$ cat config.mk
export PLATFORM = sky130hd
export DESIGN_NAME = waveform_sample_generator_top
export DESIGN_NICKNAME = d
export VERILOG_FILES = /design/src/wsg_pkg.sv /design/src/waveform_sample_generator_top.sv
export SDC_FILE = /design/constraint.sdc
export NUM_CORES = 2
export LEC_CHECK = 0
export BUFFER_PORTS_ARGS = -buffer_cell sky130_fd_sc_hd__buf_2
export CAP_MARGIN = 15
export CORE_MARGIN = 5
export CORE_UTILIZATION = 41
export CTS_CLUSTER_DIAMETER = 200
export DETAILED_ROUTE_END_ITERATION = 7
export PLACE_DENSITY = 0.59
export SYNTH_ARGS = -nofsm -noshare
export SYNTH_HDL_FRONTEND = slang
export SYNTH_SLANG_ARGS = --single-unit
export TNS_END_PERCENT = 10
$ cat constraint.sdc
create_clock -name clk -period 18.5 [get_ports clk]
set_clock_uncertainty 0.2 [all_clocks]
set_input_delay 3.7 -clock clk [delete_from_list [all_inputs] [get_ports clk]]
set_output_delay 3.7 -clock clk [all_outputs]
set_load 0.005 [all_outputs]
$ cat src/wsg_pkg.sv
// ----------------------------------------------------------------------------
// wsg_pkg
// Constants, register indexes, waveform codes and the quarter-wave sine
// table shared by the waveform sample generator.
// ----------------------------------------------------------------------------
package wsg_pkg;

  // block constants
  localparam int SAMPLES        = 256;
  localparam int DAC_FULL_CODE  = 4095;
  localparam int REF_MILLIVOLTS = 3300;
  localparam int Q15_ONE        = 32767;

  // port widths
  localparam int IN_W       = 8;
  localparam int CODE_W     = 12;
  localparam int MV_W       = 16;
  localparam int CFG_IDX_W  = 2;
  localparam int CFG_DATA_W = 16;

  // configuration register indexes
  localparam logic [CFG_IDX_W-1:0] REG_WAVEFORM_TYPE = 2'd0;
  localparam logic [CFG_IDX_W-1:0] REG_AMPLITUDE_MV  = 2'd1;
  localparam logic [CFG_IDX_W-1:0] REG_ZERO_BASED    = 2'd2;

  // waveform codes
  localparam logic [1:0] WAVE_SINE     = 2'd0;
  localparam logic [1:0] WAVE_SQUARE   = 2'd1;
  localparam logic [1:0] WAVE_TRIANGLE = 2'd2;
  localparam logic [1:0] WAVE_SINE_ALT = 2'd3;

  // reset values
  localparam logic [1:0]      RST_WAVEFORM_TYPE = WAVE_SINE;
  localparam logic [MV_W-1:0] RST_PEAK_MV       = 16'd1650;
  localparam logic            RST_ZERO_BASED    = 1'b1;

  // derived sizes
  localparam int IDX_W     = $clog2(SAMPLES);
  localparam int HALF_N    = SAMPLES / 2;
  localparam int HN_W      = $clog2(HALF_N);
  localparam int FULL_W    = $clog2(DAC_FULL_CODE + 1);
  localparam int HALF_CODE = DAC_FULL_CODE / 2;
  localparam int MAX_MV    = REF_MILLIVOLTS / 2;
  localparam int AMP_W     = $clog2(HALF_CODE + 1);
  localparam int MVS_W     = $clog2(MAX_MV + 1);
  localparam int TRI_W     = FULL_W + HN_W;

  // phase: 16-bit word, upper byte is the table step, lower byte the fraction
  localparam int STEP_W   = 8;
  localparam int FRAC_W   = 8;
  localparam int PH_W     = STEP_W + FRAC_W;
  localparam int PH_SHIFT = PH_W - IDX_W;
  localparam int SINE_W   = 16;

  // amplitude scaling: amp = mv * HALF_CODE / MAX_MV by reciprocal
  localparam int AMP_NUM_W  = $clog2(MAX_MV * HALF_CODE + 1);
  localparam int AMP_S      = AMP_NUM_W;
  localparam int AMP_R      = (1 << AMP_S) / MAX_MV;
  localparam int AMP_R_W    = $clog2(AMP_R + 1);
  localparam int AMP_PROD_W = AMP_NUM_W + AMP_R_W;

  // sine scaling: code = num / (2 * Q15_ONE) by reciprocal
  localparam int NUM_W     = $clog2(longint'(2 * Q15_ONE) * longint'(DAC_FULL_CODE) + 1) + 1;
  localparam int MAG_W     = NUM_W - 1;
  localparam int DIV_D     = 2 * Q15_ONE;
  localparam int DIV_S     = MAG_W;
  localparam int DIV_R     = int'((longint'(1) << DIV_S) / DIV_D);
  localparam int DIV_R_W   = $clog2(DIV_R + 1);
  localparam int DIV_PROD_W = MAG_W + DIV_R_W;

  // sin(k*pi/128), k = 0..64, Q1.15
  localparam logic [15:0] QUARTER_SINE [0:64] = '{
    16'd0,     16'd804,   16'd1608,  16'd2410,  16'd3212,  16'd4011,  16'd4808,  16'd5602,
    16'd6393,  16'd7179,  16'd7962,  16'd8739,  16'd9512,  16'd10278, 16'd11039, 16'd11793,
    16'd12539, 16'd13279, 16'd14010, 16'd14732, 16'd15446, 16'd16151, 16'd16846, 16'd17530,
    16'd18204, 16'd18868, 16'd19519, 16'd20159, 16'd20787, 16'd21403, 16'd22005, 16'd22594,
    16'd23170, 16'd23731, 16'd24279, 16'd24811, 16'd25329, 16'd25832, 16'd26319, 16'd26790,
    16'd27245, 16'd27683, 16'd28105, 16'd28510, 16'd28898, 16'd29268, 16'd29621, 16'd29956,
    16'd30273, 16'd30571, 16'd30852, 16'd31113, 16'd31356, 16'd31580, 16'd31785, 16'd31971,
    16'd32137, 16'd32285, 16'd32412, 16'd32521, 16'd32609, 16'd32678, 16'd32728, 16'd32757,
    16'd32767
  };

  // full-period sine from the quarter table, 256 steps per period
  function automatic logic signed [SINE_W-1:0] sine_at_step(input logic [STEP_W-1:0] step);
    logic [6:0] r;
    logic [6:0] mirror;
    r      = 7'(step[5:0]);
    mirror = 7'd64 - r;
    unique case (step[7:6])
      2'd0:    sine_at_step = QUARTER_SINE[r];
      2'd1:    sine_at_step = QUARTER_SINE[mirror];
      2'd2:    sine_at_step = -QUARTER_SINE[r];
      default: sine_at_step = -QUARTER_SINE[mirror];
    endcase
  endfunction

endpackage

$ cat src/waveform_sample_generator_top.sv
// ----------------------------------------------------------------------------
// waveform_sample_generator_top
// Sine, square or triangle DAC code for one sample index, nine-stage pipeline.
//
//   channel   signals                                  direction
//   input     in_valid, in_ready, sample_index[7:0]    item in
//   output    out_valid, out_ready, sample_value[11:0] item out
//   config    cfg_valid, cfg_ready, cfg_index, cfg_data register write
//
// one item per cycle sustained while out_ready stays high; out_valid rises once an
// item has passed all nine register stages (amplitude scaling and the
// reciprocal divide by 65534 each take a multiply, a check multiply and a fix)
// each stage holds only while the stage after it is full and stalled, so
// bubbles close up and input stalls only once all nine stages hold items
// reset clears all valid bits and loads the register reset values
// ----------------------------------------------------------------------------
module waveform_sample_generator_top (
  input  logic                            clk,
  input  logic                            rst,
  input  logic                            in_valid,
  output logic                            in_ready,
  input  logic [wsg_pkg::IN_W-1:0]        sample_index,
  output logic                            out_valid,
  input  logic                            out_ready,
  output logic [wsg_pkg::CODE_W-1:0]      sample_value,
  input  logic                            cfg_valid,
  output logic                            cfg_ready,
  input  logic [wsg_pkg::CFG_IDX_W-1:0]   cfg_index,
  input  logic [wsg_pkg::CFG_DATA_W-1:0]  cfg_data
);
  import wsg_pkg::*;

  localparam int STAGES = 9;

  typedef struct packed {
    logic [IDX_W-1:0]             idx;
    logic [1:0]                   wtype;
    logic                         zb;
    logic [AMP_NUM_W-1:0]         amp_num;
    logic signed [SINE_W-1:0]     s0;
    logic signed [SINE_W-1:0]     s1;
    logic [FRAC_W-1:0]            frac;
    logic [AMP_W-1:0]             amp_est;
    logic [AMP_NUM_W-1:0]         amp_chk;
    logic [AMP_W-1:0]             amp;
    logic signed [SINE_W-1:0]     sine;
    logic [FULL_W-1:0]            hi;
    logic [FULL_W-1:0]            lo;
    logic [MAG_W-1:0]             num;
    logic [TRI_W-1:0]             tri_prod;
    logic [FULL_W-1:0]            code;
    logic [FULL_W-1:0]            q_est;
    logic [MAG_W-1:0]             q_chk;
  } item_t;

  // configuration registers
  logic [1:0]      waveform_type;
  logic [MV_W-1:0] amplitude_mv;
  logic            zero_based;

  assign cfg_ready = 1'b1;

  always_ff @(posedge clk) begin
    if (rst) begin
      waveform_type <= RST_WAVEFORM_TYPE;
      amplitude_mv  <= RST_PEAK_MV;
      zero_based    <= RST_ZERO_BASED;
    end else if (cfg_valid) begin
      unique case (cfg_index)
        REG_WAVEFORM_TYPE: waveform_type <= cfg_data[1:0];
        REG_AMPLITUDE_MV:  amplitude_mv  <= cfg_data[MV_W-1:0];
        REG_ZERO_BASED:    zero_based    <= cfg_data[0];
        default: ;
      endcase
    end
  end

  // pipeline
  item_t pipe      [1:STAGES];
  item_t pipe_next [1:STAGES];
  logic  v         [1:STAGES];
  logic  take      [1:STAGES];

  always_comb begin
    take[STAGES] = !v[STAGES] || out_ready;
    for (int k = STAGES - 1; k >= 1; k--) begin
      take[k] = !v[k] || take[k+1];
    end
  end

  assign in_ready     = take[1];
  assign out_valid    = v[STAGES];
  assign sample_value = CODE_W'(pipe[STAGES].code);

  always_comb begin
    logic [MVS_W-1:0]         mv_sat;
    logic [PH_W-1:0]          ph;
    logic [AMP_PROD_W-1:0]    amp_prod;
    logic signed [SINE_W:0]   diff;
    logic signed [25:0]       iprod;
    logic signed [25:0]       iadj;
    logic [SINE_W:0]          isum;
    logic [AMP_NUM_W-1:0]     amp_rem;
    logic [AMP_W:0]           amp_c;
    logic [FULL_W:0]          wide;
    logic [SINE_W:0]          sh;
    logic [MAG_W-1:0]         n_zb;
    logic signed [NUM_W-1:0]  sx;
    logic signed [NUM_W-1:0]  ax;
    logic signed [NUM_W-1:0]  n_c;
    logic [DIV_PROD_W-1:0]    div_prod;
    logic [FULL_W-1:0]        tstep;
    logic                     rising;
    logic [MAG_W-1:0]         q_rem;
    logic [FULL_W:0]          q_c;

    // stage 1: sine table lookup, amplitude numerator
    pipe_next[1]       = '0;
    pipe_next[1].idx   = sample_index[IDX_W-1:0];
    pipe_next[1].wtype = waveform_type;
    pipe_next[1].zb    = zero_based;
    mv_sat = (amplitude_mv > MV_W'(MAX_MV)) ? MVS_W'(MAX_MV)
                                            : amplitude_mv[MVS_W-1:0];
    pipe_next[1].amp_num = AMP_NUM_W'(mv_sat) * AMP_NUM_W'(HALF_CODE);
    ph = PH_W'(pipe_next[1].idx) << PH_SHIFT;
    pipe_next[1].frac = ph[FRAC_W-1:0];
    pipe_next[1].s0   = sine_at_step(ph[PH_W-1:FRAC_W]);
    pipe_next[1].s1   = sine_at_step(STEP_W'(ph[PH_W-1:FRAC_W] + 8'd1));

    // stage 2: amplitude estimate, sine interpolation
    pipe_next[2] = pipe[1];
    amp_prod = AMP_PROD_W'(pipe[1].amp_num) * AMP_PROD_W'(AMP_R);
    pipe_next[2].amp_est = AMP_W'(amp_prod >> AMP_S);
    diff  = {pipe[1].s1[SINE_W-1], pipe[1].s1} - {pipe[1].s0[SINE_W-1], pipe[1].s0};
    iprod = diff * $signed({1'b0, pipe[1].frac});
    // truncate toward zero on the divide by 256
    iadj  = iprod + (iprod[25] ? 26'sd255 : 26'sd0);
    isum  = {pipe[1].s0[SINE_W-1], pipe[1].s0} + iadj[SINE_W+FRAC_W:FRAC_W];
    pipe_next[2].sine = isum[SINE_W-1:0];

    // stage 3: check multiply for the amplitude estimate
    pipe_next[3] = pipe[2];
    pipe_next[3].amp_chk = AMP_NUM_W'(pipe[2].amp_est) * AMP_NUM_W'(MAX_MV);

    // stage 4: amplitude correction and saturation
    pipe_next[4] = pipe[3];
    amp_rem = pipe[3].amp_num - pipe[3].amp_chk;
    amp_c   = (AMP_W+1)'(pipe[3].amp_est) + (AMP_W+1)'(amp_rem >= AMP_NUM_W'(MAX_MV));
    pipe_next[4].amp = (amp_c > (AMP_W+1)'(HALF_CODE)) ? AMP_W'(HALF_CODE) : amp_c[AMP_W-1:0];

    // stage 5: high and low levels
    pipe_next[5] = pipe[4];
    if (pipe[4].zb) begin
      wide = (FULL_W+1)'(pipe[4].amp) << 1;
      pipe_next[5].hi = (wide > (FULL_W+1)'(DAC_FULL_CODE)) ? FULL_W'(DAC_FULL_CODE)
                                                             : wide[FULL_W-1:0];
      pipe_next[5].lo = '0;
    end else begin
      wide = (FULL_W+1)'(HALF_CODE) + (FULL_W+1)'(pipe[4].amp);
      pipe_next[5].hi = (wide > (FULL_W+1)'(DAC_FULL_CODE)) ? FULL_W'(DAC_FULL_CODE)
                                                             : wide[FULL_W-1:0];
      pipe_next[5].lo = (pipe[4].amp > AMP_W'(HALF_CODE)) ? '0
                        : FULL_W'(HALF_CODE) - FULL_W'(pipe[4].amp);
    end

    // stage 6: sine numerator and triangle product
    pipe_next[6] = pipe[5];
    sh   = {pipe[5].sine[SINE_W-1], pipe[5].sine} + (SINE_W+1)'(Q15_ONE);
    n_zb = MAG_W'(sh) * MAG_W'(pipe[5].hi);
    sx   = NUM_W'(pipe[5].sine);
    ax   = NUM_W'(pipe[5].amp);
    n_c  = ((sx * ax) <<< 1) + NUM_W'(longint'(DAC_FULL_CODE) * longint'(Q15_ONE));
    if (pipe[5].zb) begin
      pipe_next[6].num = n_zb;
    end else begin
      // a negative numerator maps to code zero
      pipe_next[6].num = n_c[NUM_W-1] ? '0 : n_c[MAG_W-1:0];
    end
    // both halves have power-of-two length, so the offset is the low bits
    pipe_next[6].tri_prod = TRI_W'(pipe[5].hi - pipe[5].lo) * TRI_W'(pipe[5].idx[HN_W-1:0]);

    // stage 7: quotient estimate, square and triangle codes
    pipe_next[7] = pipe[6];
    div_prod = DIV_PROD_W'(pipe[6].num) * DIV_PROD_W'(DIV_R);
    pipe_next[7].q_est = FULL_W'(div_prod >> DIV_S);
    tstep  = FULL_W'(pipe[6].tri_prod >> HN_W);
    rising = pipe[6].idx < IDX_W'(HALF_N);
    unique case (pipe[6].wtype)
      WAVE_SQUARE: begin
        pipe_next[7].code = rising ? pipe[6].hi : pipe[6].lo;
      end
      WAVE_TRIANGLE: begin
        pipe_next[7].code = rising ? pipe[6].lo + tstep : pipe[6].hi - tstep;
        // first, middle and last points are pinned
        if (pipe[6].idx == '0)                  pipe_next[7].code = pipe[6].lo;
        if (pipe[6].idx == IDX_W'(HALF_N - 1))  pipe_next[7].code = pipe[6].hi;
        if (pipe[6].idx == IDX_W'(SAMPLES - 1)) pipe_next[7].code = pipe[6].lo;
      end
      WAVE_SINE, WAVE_SINE_ALT: begin
        pipe_next[7].code = '0;
      end
    endcase

    // stage 8: check multiply for the quotient
    pipe_next[8] = pipe[7];
    pipe_next[8].q_chk = MAG_W'(pipe[7].q_est) * MAG_W'(DIV_D);

    // stage 9: quotient correction and clamp, output register
    pipe_next[9] = pipe[8];
    q_rem = pipe[8].num - pipe[8].q_chk;
    q_c   = (FULL_W+1)'(pipe[8].q_est) + (FULL_W+1)'(q_rem >= MAG_W'(DIV_D));
    if (pipe[8].wtype != WAVE_SQUARE && pipe[8].wtype != WAVE_TRIANGLE) begin
      pipe_next[9].code = (q_c > (FULL_W+1)'(DAC_FULL_CODE)) ? FULL_W'(DAC_FULL_CODE)
                                                             : q_c[FULL_W-1:0];
    end
  end

  always_ff @(posedge clk) begin
    if (rst) begin
      for (int k = 1; k <= STAGES; k++) begin
        v[k] <= 1'b0;
      end
    end else begin
      if (take[1]) v[1] <= in_valid;
      for (int k = 2; k <= STAGES; k++) begin
        if (take[k]) v[k] <= v[k-1];
      end
    end
  end

  always_ff @(posedge clk) begin
    for (int k = 1; k <= STAGES; k++) begin
      if (take[k]) pipe[k] <= pipe_next[k];
    end
  end

  // reciprocal estimates are never more than one short
  a_amp_est_close: assert property (@(posedge clk) disable iff (rst)
    v[3] |-> (pipe[3].amp_num - pipe[3].amp_chk) < AMP_NUM_W'(2 * MAX_MV))
    else $error("amplitude estimate off by more than one");

  a_div_est_close: assert property (@(posedge clk) disable iff (rst)
    v[8] |-> (pipe[8].num - pipe[8].q_chk) < MAG_W'(2 * DIV_D))
    else $error("sine quotient estimate off by more than one");

  a_full_stall: assert property (@(posedge clk) disable iff (rst)
    (v[1] && v[2] && v[3] && v[4] && v[5] && v[6] && v[7] && v[8] && v[9] && !out_ready)
      |-> !in_ready)
    else $error("input taken while every stage is full and stalled");

  a_reset_empty: assert property (@(posedge clk)
    rst |=> !out_valid)
    else $error("output valid right after reset");

endmodule
==> qor.csv <==
stage;metric;value;unit
critical_path;Crit Reg-Reg Startpoint;pipe[0][1493];
clock_tree;Post-CTS Setup Inserts;0;
outcome;status;complete, no violations;
drt;first drt pass iteration count;5;
drt;drt initial violations;2255;
global_routing;All-Layer GR Usage;17.4;%
clock_tree;Clock Root Buffer;clkbuf_16;
sta;Tmin final;9820;ps
drt;via count;37200;
placed_design;GP Congestion;0.876;
logic_synthesis;number of synthesized flops with an enable pin;485;
clock_tree;CTS clk-pin slew, worst paths;60;ps
sta;Slew HR;28.8;%
finish;layout cells sized above 1;5.19;%
critical_path;Reg2Reg Setup Slack;10570;ps
finish;fin area;58500;um2
placed_design;Post-DP Area;56600;um2
finish;final net count;6632;
clock_tree;post-cts resize count;0;
die;I/O pin count;46;
clock_tree;TritonCTS clock tree;built;
clock_tree;worst-case clock buffer depth;3;
sta;Peak Freq;102;MHz
global_routing;antenna violations before repair;0;
critical_path;kind of critical path;input pin to primary output;
drt;Routed WL;121;mm
finish;fillcell total;12500;
critical_path;CP startpoint kind;input pin;
placed_design;Buffers on Ports;44;
logic_synthesis;synthesized instance count;5439;
critical_path;reg-to-reg endpoint;pipe[0][1608];
drt;# DRC;0;
finish;register area;14900;um2
sta;final hold slack;211;ps
clock_tree;CTS Hold Bufs;0;
critical_path;Worst Path Max Fanout;26;
die;die area;141000;um2
drt;antenna violation net count after detailed routing;0;
logic_synthesis;dominant synthesized flop cell;edfxtp_1;
die;initial core utilization;41.4;%
die;Core Box Area;132000;um2
finish;Layout area overhead;7.18;%
global_routing;vias in the first global route;38100;
logic_synthesis;ys async rst share;0;%
logic_synthesis;Synth top area share;26.7;%
critical_path;CP endpoint kind;primary output;
sta;setup total negative slack;0;ps
drt;Vias/cell;5.16;
placed_design;pre-CTS WS;8670;ps
logic_synthesis;leading post-synthesis cells by cell area;edfxtp_1 27%, fa_1 24%, ha_1 13%;
global_routing;total grt overflow;0;
sta;worst slew pin tran;1060;ps
job;number of max-cap violations;0;
logic_synthesis;mapped cell area;54600;um2
critical_path;crit path to;in_ready;
worst_hold_path;Hold Crit Class;flip-flop to flip-flop;
logic_synthesis;most common cell in the netlist;inv_1;
critical_path;CP startpoint;out_ready;
worst_hold_path;Worst Min Path Start;pipe[0][743];
logic_synthesis;Distinct cells, synth;104;
placed_design;Post-DP HPWL;95.5;mm
logic_synthesis;total of warnings raised by yosys;0;
clock_tree;clk_lat worst skew;660;ps
sta;unrepaired setup endpoints after global routing;false;
die;width of the die;375;um
logic_synthesis;Yosys top cell by area;edfxtp_1;
drt;WL/cell;16.8;um
sta;part of the cycle the worst path needs;53.1;%
logic_synthesis;most frequent cells after synthesis;1045 x inv_1, 641 x fa_1, 556 x ha_1;
clock_tree;CTS Buf Count;58;
global_routing;first-pass GRT wire length;202;mm
logic_synthesis;Avg Inst Size Synth;10.0;um2
sta;Final Hold Viols;0;
critical_path;FF-to-FF path depth;20;
sta;Final Setup Violations;0;
die;row count;133;
clock_tree;htree depth;2;
global_routing;largest net degree at the start of global routing;78;
logic_synthesis;syn nets;6667;
logic_synthesis;register area share after synthesis;27.4;%
die;die height;375;um
logic_synthesis;Seq cells post-synth;504;
critical_path;data required time at the worst endpoint;14600;ps
sta;max-slew violations;0;
clock_tree;Num Clock Sinks;504;
finish;Antenna Cells;0;
sta;Final WS setup;8680;ps
finish;multi-input logic area;34900;um2
critical_path;Critical Path AT;5920;ps
-- metal layers --
| layer | wire length (um) | vias to the layer above | GRT usage, % |
|---|---|---|---|
| li1 | - | 18000 | - |
| met3 | 3890 | 138 | 1.63 |
| met1 | 55300 | 18500 | 23.8 |
| met4 | 2350 | 0 | 3.77 |
| met2 | 59800 | 647 | 30.1 |
| met5 | 0 | - | 0 |
-- registers in the layout, indices dropped and copies added (netlist names) --
signal and cells:
pipe 476, amplitude_mv 16, v 9, waveform_type 2, zero_based 1
-- worst min-delay path by stage --
stage	cells after the start	to	slack (ps)
after floorplan	0	pipe[0][1000]	200
after global placement	0	pipe[0][987]	200
after detailed placement	0	pipe[0][1008]	200
after CTS	0	pipe[0][999]	210
after global routing	0	pipe[0][2122]	220
final	0	pipe[0][999]	210
-- placed cells by master, fill, tap and decap left out, types with 17 or more instances in the layout --
master,instances
mux2i_1,32
fa_1,641
and3_1,31
nand4_1,20
a211oi_1,42
o21bai_1,20
a21o_1,54
dfxtp_1,19
clkbuf_16,58
a31oi_1,27
nand2_1,518
o21a_1,33
nand3b_1,25
inv_1,1040
edfxtp_1,485
o31ai_1,30
nand2b_1,51
o22ai_1,19
nor2b_1,56
nor2_1,231
nor3_1,85
a21oi_1,220
and2_1,178
buf_4,52
xnor2_1,143
ha_1,556
o211ai_1,26
nor3b_1,24
buf_2,44
o21ai_0,164
xor2_1,61
or2_2,17
nand3_1,70
or3_1,22
a21boi_0,24
-- metrics by stage --
step,cells,util (%)
2_1_floorplan,5439,-
3_3_place_gp,7099,42.9
3_5_place_dp,7099,42.9
4_1_cts,7208,44.3
6_report,7208,44.3
5_1_grt,7208,44.3
-- layout make-up --
| class | instances | area share (%) |
|---|---|---|
| Inverter | 1046 | 6.71 |
| Clock buffer | 66 | 2.53 |
| Tap cell | 1755 | 3.75 |
| Sequential cell | 504 | 25.5 |
| Multi-Input combinational cell | 3698 | 59.6 |
| Clock inverter | 43 | 0.774 |
| Timing Repair Buffer | 96 | 1.04 |
-- critical path, cell delays in order --
cell and delay, ps:
buf_2 90, nor2b_1 380, and3_1 340, and3_1 320, and3_1 290, and2_1 250, nand2_2 80, buf_4 260
buf_2 190
-- kinds of logic (layout without fill, tap and decap cells) --
kind of cell / count (synthesis) / in the layout / share of synthesized area (%)
and+or+nand+nor: 1382 / 1382 / 12.4
adders and majority gates: 1197 / 1197 / 36.3
muxes: 55 / 55 / 1.21
AOI/OAI and AO/OA: 853 / 853 / 10.5
xor gates and xnor gates: 210 / 210 / 3.51
buffers and inverters: 1237 / 1251 / 8.72
other: 1 / 1 / 0.00687
DFF: 504 / 504 / 27.4
Power is not shown: default switching activity piles up to over one toggle a cycle in this logic, so the estimate is an artifact.
